`src/dtq_pkg.sv`:
```
// shared types, constants and codes of the deadline timer queue
package dtq_pkg;

    localparam int TIMER_SLOTS = 16;
    localparam int SLOT_W      = $clog2(TIMER_SLOTS);
    localparam int CNT_W       = $clog2(TIMER_SLOTS + 1);
    localparam int SLOT_FW     = 4;
    localparam int TAG_W       = 16;
    localparam int TIME_W      = 64;

    localparam logic [1:0] ACT_REGISTER = 2'd0;
    localparam logic [1:0] ACT_CANCEL   = 2'd1;
    localparam logic [1:0] ACT_CHECK    = 2'd2;
    localparam logic [1:0] ACT_UNUSED   = 2'd3;

    localparam logic [1:0] KIND_REGISTERED = 2'd0;
    localparam logic [1:0] KIND_FIRED      = 2'd1;
    localparam logic [1:0] KIND_DONE       = 2'd2;
    localparam logic [1:0] KIND_FULL       = 2'd3;

    typedef struct packed {
        logic [1:0]         action;
        logic [TIME_W-1:0]  now_time;
        logic [TIME_W-1:0]  interval;
        logic [TAG_W-1:0]   callback_tag;
        logic [SLOT_FW-1:0] slot;
    } t_in;

    typedef struct packed {
        logic [1:0]         kind;
        logic [SLOT_FW-1:0] slot_out;
        logic [TAG_W-1:0]   tag_out;
        logic               pending;
        logic               last;
    } t_out;

    typedef enum logic [1:0] {
        S_IDLE,
        S_SCAN,
        S_FIRE
    } t_state;

    typedef struct packed {
        logic do_reg;
        logic do_cancel;
        logic scan_start;
        logic scan_step;
        logic fire;
        logic done;
    } t_cmd;

    typedef struct packed {
        logic scan_end;
        logic best_vld;
    } t_sts;

endpackage

```
`src/dtq_ram.sv`:
```
// generic simple dual-port ram with registered read
module dtq_ram #(
    parameter int WIDTH = 8,
    parameter int DEPTH = 16
) (
    input  logic                     i_clk,
    input  logic                     i_wr_en,
    input  logic [$clog2(DEPTH)-1:0] i_wr_addr,
    input  logic [WIDTH-1:0]         i_wr_data,
    input  logic [$clog2(DEPTH)-1:0] i_rd_addr,
    output logic [WIDTH-1:0]         o_rd_data
);
    logic [WIDTH-1:0] r_mem [DEPTH];

    always_ff @(posedge i_clk) begin
        if (i_wr_en) begin
            r_mem[i_wr_addr] <= i_wr_data;
        end
        o_rd_data <= r_mem[i_rd_addr];
    end
endmodule

```
`src/dtq_ctrl.sv`:
```
// controller state machine of the timer queue
module dtq_ctrl (
    input  logic          i_clk,
    input  logic          i_rst_n,
    input  logic          i_start,
    input  logic [1:0]    i_action,
    input  dtq_pkg::t_sts i_sts,
    output dtq_pkg::t_cmd o_cmd,
    output logic          o_busy
);
    import dtq_pkg::*;

    t_state r_state, n_state;

    always_ff @(posedge i_clk) begin
        if (!i_rst_n) begin
            r_state <= S_IDLE;
        end else begin
            r_state <= n_state;
        end
    end

    always_comb begin
        n_state = r_state;
        o_cmd   = '0;
        o_busy  = (r_state != S_IDLE);
        unique case (r_state)
            S_IDLE: begin
                if (i_start) begin
                    if (i_action == ACT_REGISTER) begin
                        o_cmd.do_reg = 1'b1;
                    end else if (i_action == ACT_CANCEL) begin
                        o_cmd.do_cancel = 1'b1;
                    end else if (i_action == ACT_CHECK) begin
                        o_cmd.scan_start = 1'b1;
                        n_state          = S_SCAN;
                    end
                end
            end
            S_SCAN: begin
                o_cmd.scan_step = 1'b1;
                if (i_sts.scan_end) begin
                    n_state = S_FIRE;
                end
            end
            S_FIRE: begin
                if (i_sts.best_vld) begin
                    o_cmd.fire       = 1'b1;
                    o_cmd.scan_start = 1'b1;
                    n_state          = S_SCAN;
                end else begin
                    o_cmd.done = 1'b1;
                    n_state    = S_IDLE;
                end
            end
            default: n_state = S_IDLE;
        endcase
    end
endmodule

```
`src/dtq_datapath.sv`:
```
// armed bits, timer ram, minimum search and result register
module dtq_datapath (
    input  logic          i_clk,
    input  logic          i_rst_n,
    input  dtq_pkg::t_in  i_item,
    input  dtq_pkg::t_cmd i_cmd,
    output dtq_pkg::t_sts o_sts,
    output dtq_pkg::t_out o_result,
    output logic          o_strobe
);
    import dtq_pkg::*;

    localparam int RAM_W = TIME_W + TAG_W;

    logic [TIMER_SLOTS-1:0] r_armed;
    logic [TIME_W-1:0]      r_now;
    logic [CNT_W-1:0]       r_cnt;
    logic                   r_rd_vld;
    logic [SLOT_W-1:0]      r_rd_idx;
    logic                   r_best_vld;
    logic [SLOT_W-1:0]      r_best_idx;
    logic [TIME_W-1:0]      r_best_dl;
    logic [TAG_W-1:0]       r_best_tag;
    t_out                   r_out;
    logic                   r_strobe;

    logic [SLOT_W-1:0] free_idx;
    logic              free_vld;
    logic [RAM_W-1:0]  rd_data;
    logic [TIME_W-1:0] rd_dl;
    logic [TAG_W-1:0]  rd_tag;
    logic              take;
    logic              issue;
    logic [SLOT_W-1:0] cancel_idx;
    logic              cancel_ok;

    // lowest free slot
    always_comb begin
        free_idx = '0;
        free_vld = 1'b0;
        for (int i = TIMER_SLOTS - 1; i >= 0; i--) begin
            if (!r_armed[i]) begin
                free_idx = SLOT_W'(i);
                free_vld = 1'b1;
            end
        end
    end

    assign issue      = i_cmd.scan_step && (r_cnt < CNT_W'(TIMER_SLOTS));
    assign rd_dl      = rd_data[RAM_W-1 -: TIME_W];
    assign rd_tag     = rd_data[TAG_W-1:0];
    assign take       = r_rd_vld && r_armed[r_rd_idx] && (rd_dl < r_now)
                        && (!r_best_vld || (rd_dl < r_best_dl));
    assign cancel_idx = SLOT_W'(i_item.slot);
    assign cancel_ok  = (int'(i_item.slot) < TIMER_SLOTS);

    dtq_ram #(
        .WIDTH(RAM_W),
        .DEPTH(TIMER_SLOTS)
    ) u_ram (
        .i_clk    (i_clk),
        .i_wr_en  (i_cmd.do_reg && free_vld),
        .i_wr_addr(free_idx),
        .i_wr_data({i_item.now_time + i_item.interval, i_item.callback_tag}),
        .i_rd_addr(r_cnt[SLOT_W-1:0]),
        .o_rd_data(rd_data)
    );

    always_ff @(posedge i_clk) begin
        if (!i_rst_n) begin
            r_armed    <= '0;
            r_cnt      <= '0;
            r_rd_vld   <= 1'b0;
            r_best_vld <= 1'b0;
            r_strobe   <= 1'b0;
        end else begin
            r_strobe <= 1'b0;
            if (i_cmd.do_reg && free_vld) begin
                r_armed[free_idx] <= 1'b1;
            end
            if (i_cmd.do_cancel && cancel_ok) begin
                r_armed[cancel_idx] <= 1'b0;
            end
            if (i_cmd.fire) begin
                r_armed[r_best_idx] <= 1'b0;
            end
            if (i_cmd.do_reg || i_cmd.fire || i_cmd.done) begin
                r_strobe <= 1'b1;
            end
            if (i_cmd.scan_start) begin
                r_cnt      <= '0;
                r_rd_vld   <= 1'b0;
                r_best_vld <= 1'b0;
            end else begin
                r_rd_vld <= issue;
                if (issue) begin
                    r_cnt <= r_cnt + 1'b1;
                end
                if (take) begin
                    r_best_vld <= 1'b1;
                end
            end
        end
    end

    always_ff @(posedge i_clk) begin
        if (i_cmd.scan_start && !i_cmd.fire) begin
            r_now <= i_item.now_time;
        end
        r_rd_idx <= r_cnt[SLOT_W-1:0];
        if (take) begin
            r_best_idx <= r_rd_idx;
            r_best_dl  <= rd_dl;
            r_best_tag <= rd_tag;
        end
        if (i_cmd.do_reg) begin
            r_out.kind     <= free_vld ? KIND_REGISTERED : KIND_FULL;
            r_out.slot_out <= free_vld ? SLOT_FW'(free_idx) : '0;
            r_out.tag_out  <= '0;
            r_out.pending  <= 1'b0;
            r_out.last     <= 1'b1;
        end else if (i_cmd.fire) begin
            r_out.kind     <= KIND_FIRED;
            r_out.slot_out <= SLOT_FW'(r_best_idx);
            r_out.tag_out  <= r_best_tag;
            r_out.pending  <= 1'b0;
            r_out.last     <= 1'b0;
        end else if (i_cmd.done) begin
            r_out.kind     <= KIND_DONE;
            r_out.slot_out <= '0;
            r_out.tag_out  <= '0;
            r_out.pending  <= |r_armed;
            r_out.last     <= 1'b1;
        end
    end

    assign o_sts.scan_end = (r_cnt == CNT_W'(TIMER_SLOTS)) && !r_rd_vld;
    assign o_sts.best_vld = r_best_vld;
    assign o_result       = r_out;
    assign o_strobe       = r_strobe;

    a_cnt_range: assert property (@(posedge i_clk) disable iff (!i_rst_n)
        r_cnt <= CNT_W'(TIMER_SLOTS))
        else $error("scan counter past slot count");
    a_fire_best: assert property (@(posedge i_clk) disable iff (!i_rst_n)
        i_cmd.fire |-> (r_best_vld && r_armed[r_best_idx]))
        else $error("fire without an armed best slot");
    a_not_last: assert property (@(posedge i_clk) disable iff (!i_rst_n)
        (r_strobe && !r_out.last) |-> (r_out.kind == KIND_FIRED))
        else $error("non-final result that is not a fired timer");
endmodule

```
`src/deadline_timer_queue.sv`:
```
// top level of the deadline timer queue: controller plus datapath
//
// channel   direction  handshake               payload
// item      in         i_start && !o_busy      i_item   (t_in)
// result    out        o_strobe, one cycle     o_result (t_out)
//
// register: result strobes the cycle after the item is taken; cancel: no result
// check: a full scan of TIMER_SLOTS ram reads plus a decision in S_FIRE per fired
//   timer, then one more scan for the done result
// one ram read port sets the scan length; register and cancel do not raise busy
// reset is synchronous active low and disarms every slot at once
// the receiver cannot stall: each result is valid for exactly one cycle
module deadline_timer_queue (
    input  logic          i_clk,
    input  logic          i_rst_n,
    input  logic          i_start,
    input  dtq_pkg::t_in  i_item,
    output logic          o_busy,
    output logic          o_strobe,
    output dtq_pkg::t_out o_result
);
    import dtq_pkg::*;

    t_cmd cmd;
    t_sts sts;
    logic busy;

    // controller decides the command per cycle and holds the state machine, datapath holds the rest of the state
    dtq_ctrl u_ctrl (
        .i_clk   (i_clk),
        .i_rst_n (i_rst_n),
        .i_start (i_start),
        .i_action(i_item.action),
        .i_sts   (sts),
        .o_cmd   (cmd),
        .o_busy  (busy)
    );

    // armed bits, timer ram, earliest-deadline search, result register
    dtq_datapath u_dp (
        .i_clk   (i_clk),
        .i_rst_n (i_rst_n),
        .i_item  (i_item),
        .i_cmd   (cmd),
        .o_sts   (sts),
        .o_result(o_result),
        .o_strobe(o_strobe)
    );

    assign o_busy = busy;
endmodule
```
`config.mk`:
```
export PLATFORM = sky130hd
export DESIGN_NAME = deadline_timer_queue
export DESIGN_NICKNAME = d
export VERILOG_FILES = /design/src/dtq_pkg.sv /design/src/dtq_ram.sv /design/src/dtq_ctrl.sv /design/src/dtq_datapath.sv /design/src/deadline_timer_queue.sv
export SDC_FILE = /design/constraint.sdc
export NUM_CORES = 2
export LEC_CHECK = 0
export ABC_AREA = 1
export BUFFER_PORTS_ARGS = -buffer_cell sky130_fd_sc_hd__buf_2
export CAP_MARGIN = 40
export CORE_MARGIN = 1
export CORE_UTILIZATION = 45
export DETAILED_ROUTE_END_ITERATION = 10
export PLACE_DENSITY = 0.72
export SLEW_MARGIN = 20
export SYNTH_ARGS = -nofsm -noshare
export SYNTH_HDL_FRONTEND = slang
export SYNTH_SLANG_ARGS = --single-unit
export TNS_END_PERCENT = 1
```
`constraint.sdc`:
```
create_clock -name i_clk -period 11.7 [get_ports i_clk]
set_input_delay 0 -clock i_clk [delete_from_list [all_inputs] [get_ports i_clk]]
set_output_delay 0 -clock i_clk [all_outputs]
set_load 0.05 [all_outputs]
```
==> results.sh <==
export IMPL_vias=45100
export IMPL_first_iter_violations=5584
export IMPL_outcome="finished, final reports clean"
export IMPL_yosys_top_cells_area="edfxtp_1, o21ai_0, nor2_1"
export IMPL_synth_mux_area_share_pct=0
export IMPL_gp_congestion=0.919
export IMPL_synth_compound_area_share_pct=12.3
export IMPL_clock_sinks=1562
export IMPL_syn_inst=5263
export IMPL_viasPerCell=5.85
export IMPL_max_stage_delay_ns=0.88
export IMPL_synth_xor_area_share_pct=0.794
export IMPL_fmax_ghz=0.237
export IMPL_coreArea_um2=143000
export IMPL_grt_pass1_vias=43300
export IMPL_period_share_pct=36.1
export IMPL_worst_slew_pin_slew_ns=1.04
export IMPL_worstPathMaxFanout=88
export IMPL_worstPathArrival_ns=4.93
export IMPL_setup_viol_count_final=0
export IMPL_yosys_area_top_type="edfxtp_1"
export IMPL_wirelength_um=178000
export IMPL_postLayoutCoreUtil_pct=53.1
export IMPL_dr_pass1_iters=6
export IMPL_rows=139
export IMPL_ant_nets=0
export IMPL_syn_nets=5608
export IMPL_port_buffers=178
export IMPL_ys_seq_area_share_pct=70.2
export IMPL_ys_warn_count=0
export IMPL_num_nets_final=6019
export IMPL_final_cell_area_um2=76200
export IMPL_yosysUniqueCellTypes=57
export IMPL_hold_path_class="input pin to flop"
export IMPL_grt_total_usage_pct=23.9
export IMPL_drive_gt1_share_pct=11.2
export IMPL_root_buffer="clkbuf_16"
export IMPL_rsz0062_at_grt="false"
export IMPL_syn_to_final_growth_pct=17.3
export IMPL_die_area_um2=146000
export IMPL_synthAdderAreaFrac_pct=3.71
export IMPL_critPathLaunchType="flop"
export IMPL_io_pins=179
export IMPL_crit_path_frequent_cell="buf_4"
export IMPL_drc=0
export IMPL_antenna_found_initial=3
export IMPL_cts_resized=0
export IMPL_cp_required_ns=12.41
export IMPL_overflow=0
export IMPL_synth_top_family_by_area="compound AO/OA/AOI/OAI gates"
export IMPL_wire_per_inst_um=23.1
export IMPL_avgSynthCellArea_um2=12.3
export IMPL_finalSetupTns_ns=0
export IMPL_crit_type="flop to flop"
export IMPL_grt_pass1_wl_um=264000
export IMPL_period_needed_ns=4.22
export IMPL_hold_viol=0
export IMPL_clk_pin_slew_worst_paths_ns=0.06
export IMPL_powerDensity_nw_per_um2=164
export IMPL_synthFlopType="edfxtp_1"
export IMPL_fin_skew_ns=0.0384
export IMPL_leakage_nw=27.0
export IMPL_synth_top_area_share_pct=66.3
export IMPL_grt_max_degree=233
export IMPL_async_flop_share_pct=0
export IMPL_ys_ff_latch=1562
export IMPL_cts_tree="done"
export IMPL_syn_cell_area_um2=65000
export IMPL_max_slew_margin_rel_pct=30.5
export IMPL_die_h_um=382
export IMPL_place_area_um2=68800
export IMPL_cts_buffers=155
export IMPL_path_cells="buf_4, buf_4, buf_12, buf_4, buf_4, buf_16, o21ai_0, o221ai_1, o211ai_1, nand3_1"
export IMPL_slew_violations=0
export IMPL_hpwl_um=104000
export IMPL_synth_edf_count=1434
export IMPL_start_util_pct=45.3
export IMPL_cpMaxStageDelayCell="dfxtp_4"
export IMPL_yosys_area_share_simple_pct=9.46
export IMPL_clkLatencyLatePin_ns=0.79
export IMPL_maxCapViolCount=0
export IMPL_dieWidth_um=382
export IMPL_cts_path_max_buffers=3
export IMPL_ir_drop_mv=0.102
export IMPL_crit_path_end_kind="flop"
export IMPL_cts_htree_levels=4
==> final cells by class <==
cell class	count	area [um2]
fill	11600	67300
clock buffer	221	4500
inverter	315	1220
clock inverter	68	721
timing repair buffer	517	4480
multi-input combinational	3123	17200
antenna	1	2.50
tap	1903	2380
sequential	1562	45600
==> placed cells by master, fill, tap and decap left out, drive strengths merged, types with 15 or more instances in the layout <==
| master | instances |
|---|---|
| dfxtp | 128 |
| inv | 320 |
| xor2 | 39 |
| edfxtp | 1434 |
| a21oi | 186 |
| o22ai | 197 |
| o21ai | 735 |
| nor2 | 798 |
| nor3 | 17 |
| o221ai | 134 |
| nand3 | 195 |
| nand4 | 26 |
| nand2 | 442 |
| ha | 191 |
| a31oi | 27 |
| dlygate4sd3 | 200 |
| a21o | 15 |
| o211ai | 38 |
| xnor2 | 19 |
| clkinv | 46 |
| a22oi | 16 |
| buf | 314 |
| clkbuf | 224 |
==> Yosys cell counts, drive strengths merged, types with 2 or more instances <==
library cell and count:
edfxtp 1434, nor2 798, o21ai 735, nand2 442
inv 312, o22ai 197, nand3 195, clkbuf 191
ha 191, a21oi 186, o221ai 134, dfxtp 128
buf 72, xor2 39, o211ai 38, a31oi 27
nand4 26, xnor2 19, nor3 17, a22oi 16
a21o 15, nor4 12, o21a 12, a211oi 4
a21boi 4, o21bai 4, clkinv 3, o221a 2
==> flip-flops by register name (all words and copies together), names as in the netlist <==
name / count
u_ctrl.r_state: 2
u_dp.o_result: 24
u_dp.o_strobe: 1
u_dp.r_armed: 16
u_dp.r_best_dl: 64
u_dp.r_best_idx: 4
u_dp.r_best_tag: 16
u_dp.r_best_vld: 1
u_dp.r_cnt: 5
u_dp.r_now: 64
u_dp.r_rd_idx: 4
u_dp.r_rd_vld: 1
u_dp.u_ram.o_rd_data: 80
u_dp.u_ram.r_mem: 1280
==> what timing repair did <==
action                    in CTS  in global routing
hold buffers                 197                  3
buffers inserted               0                  0
hold endpoints to repair     655                  5
==> metal layers <==
metal	global-route usage, %	wire (um)	vias to the layer above
met5	0	0	-
met4	9.12	6420	0
met3	4.10	17300	402
met2	38.6	83700	2425
met1	32.2	70400	22100
li1	-	-	20200
==> worst max-delay path: cells and delay by family, from the launching register on <==
| kind | cells | cell delay, ns |
|---|---|---|
| flip-flops | 1 | 0.88 |
| buffers and inverters | 6 | 2.46 |
| AND/OR/NAND/NOR | 1 | 0.13 |
| AO/OA/AOI/OAI | 3 | 0.57 |
==> metrics by stage <==
stage	total power [W]	cells	setup WS (ns)	hold slack, ns
3_5_place_dp	0.00744	7210	7.32	0.197
5_1_grt	0.0128	7709	7.25	0.00953
2_1_floorplan	0.00703	5263	5.60	0.0989
4_1_cts	0.0125	7696	7.23	0.00320
3_3_place_gp	0.00737	7146	6.80	0.196
6_report	0.0125	7710	7.48	0.0385
==> path summary, 6_finish.rpt <==
| kind | start | end | slack, ns | depth (start not counted) |
|---|---|---|---|---|
| worst min-delay path | i_item[116] | u_dp.r_now[32] | 0.04 | 2 |
| worst min register to register | u_dp.u_ram.o_rd_data[0] | u_dp.r_best_tag[0] | 0.40 | 0 |
| worst max register to register | u_dp.r_cnt[0] | u_dp.u_ram.o_rd_data[30] | 7.48 | 10 |
| worst max-delay path | u_dp.r_cnt[0] | u_dp.u_ram.o_rd_data[30] | 7.48 | 10 |
==> cell families after synthesis <==
family | Yosys count
compound gates | 1378
xor+xnor | 58
fa+ha+maj | 192
buf+inv | 578
flops | 1562
simple gates | 1495
==> power by group <==
| part | leakage (nW) | internal, W | switching [W] |
|---|---|---|---|
| clock network | 2.55 | 0.00296 | 0.00212 |
| registers | 14.0 | 0.00635 | 0.0000494 |
| logic | 10.5 | 0.000315 | 0.000701 |
(Power assumes the default switching activity.)
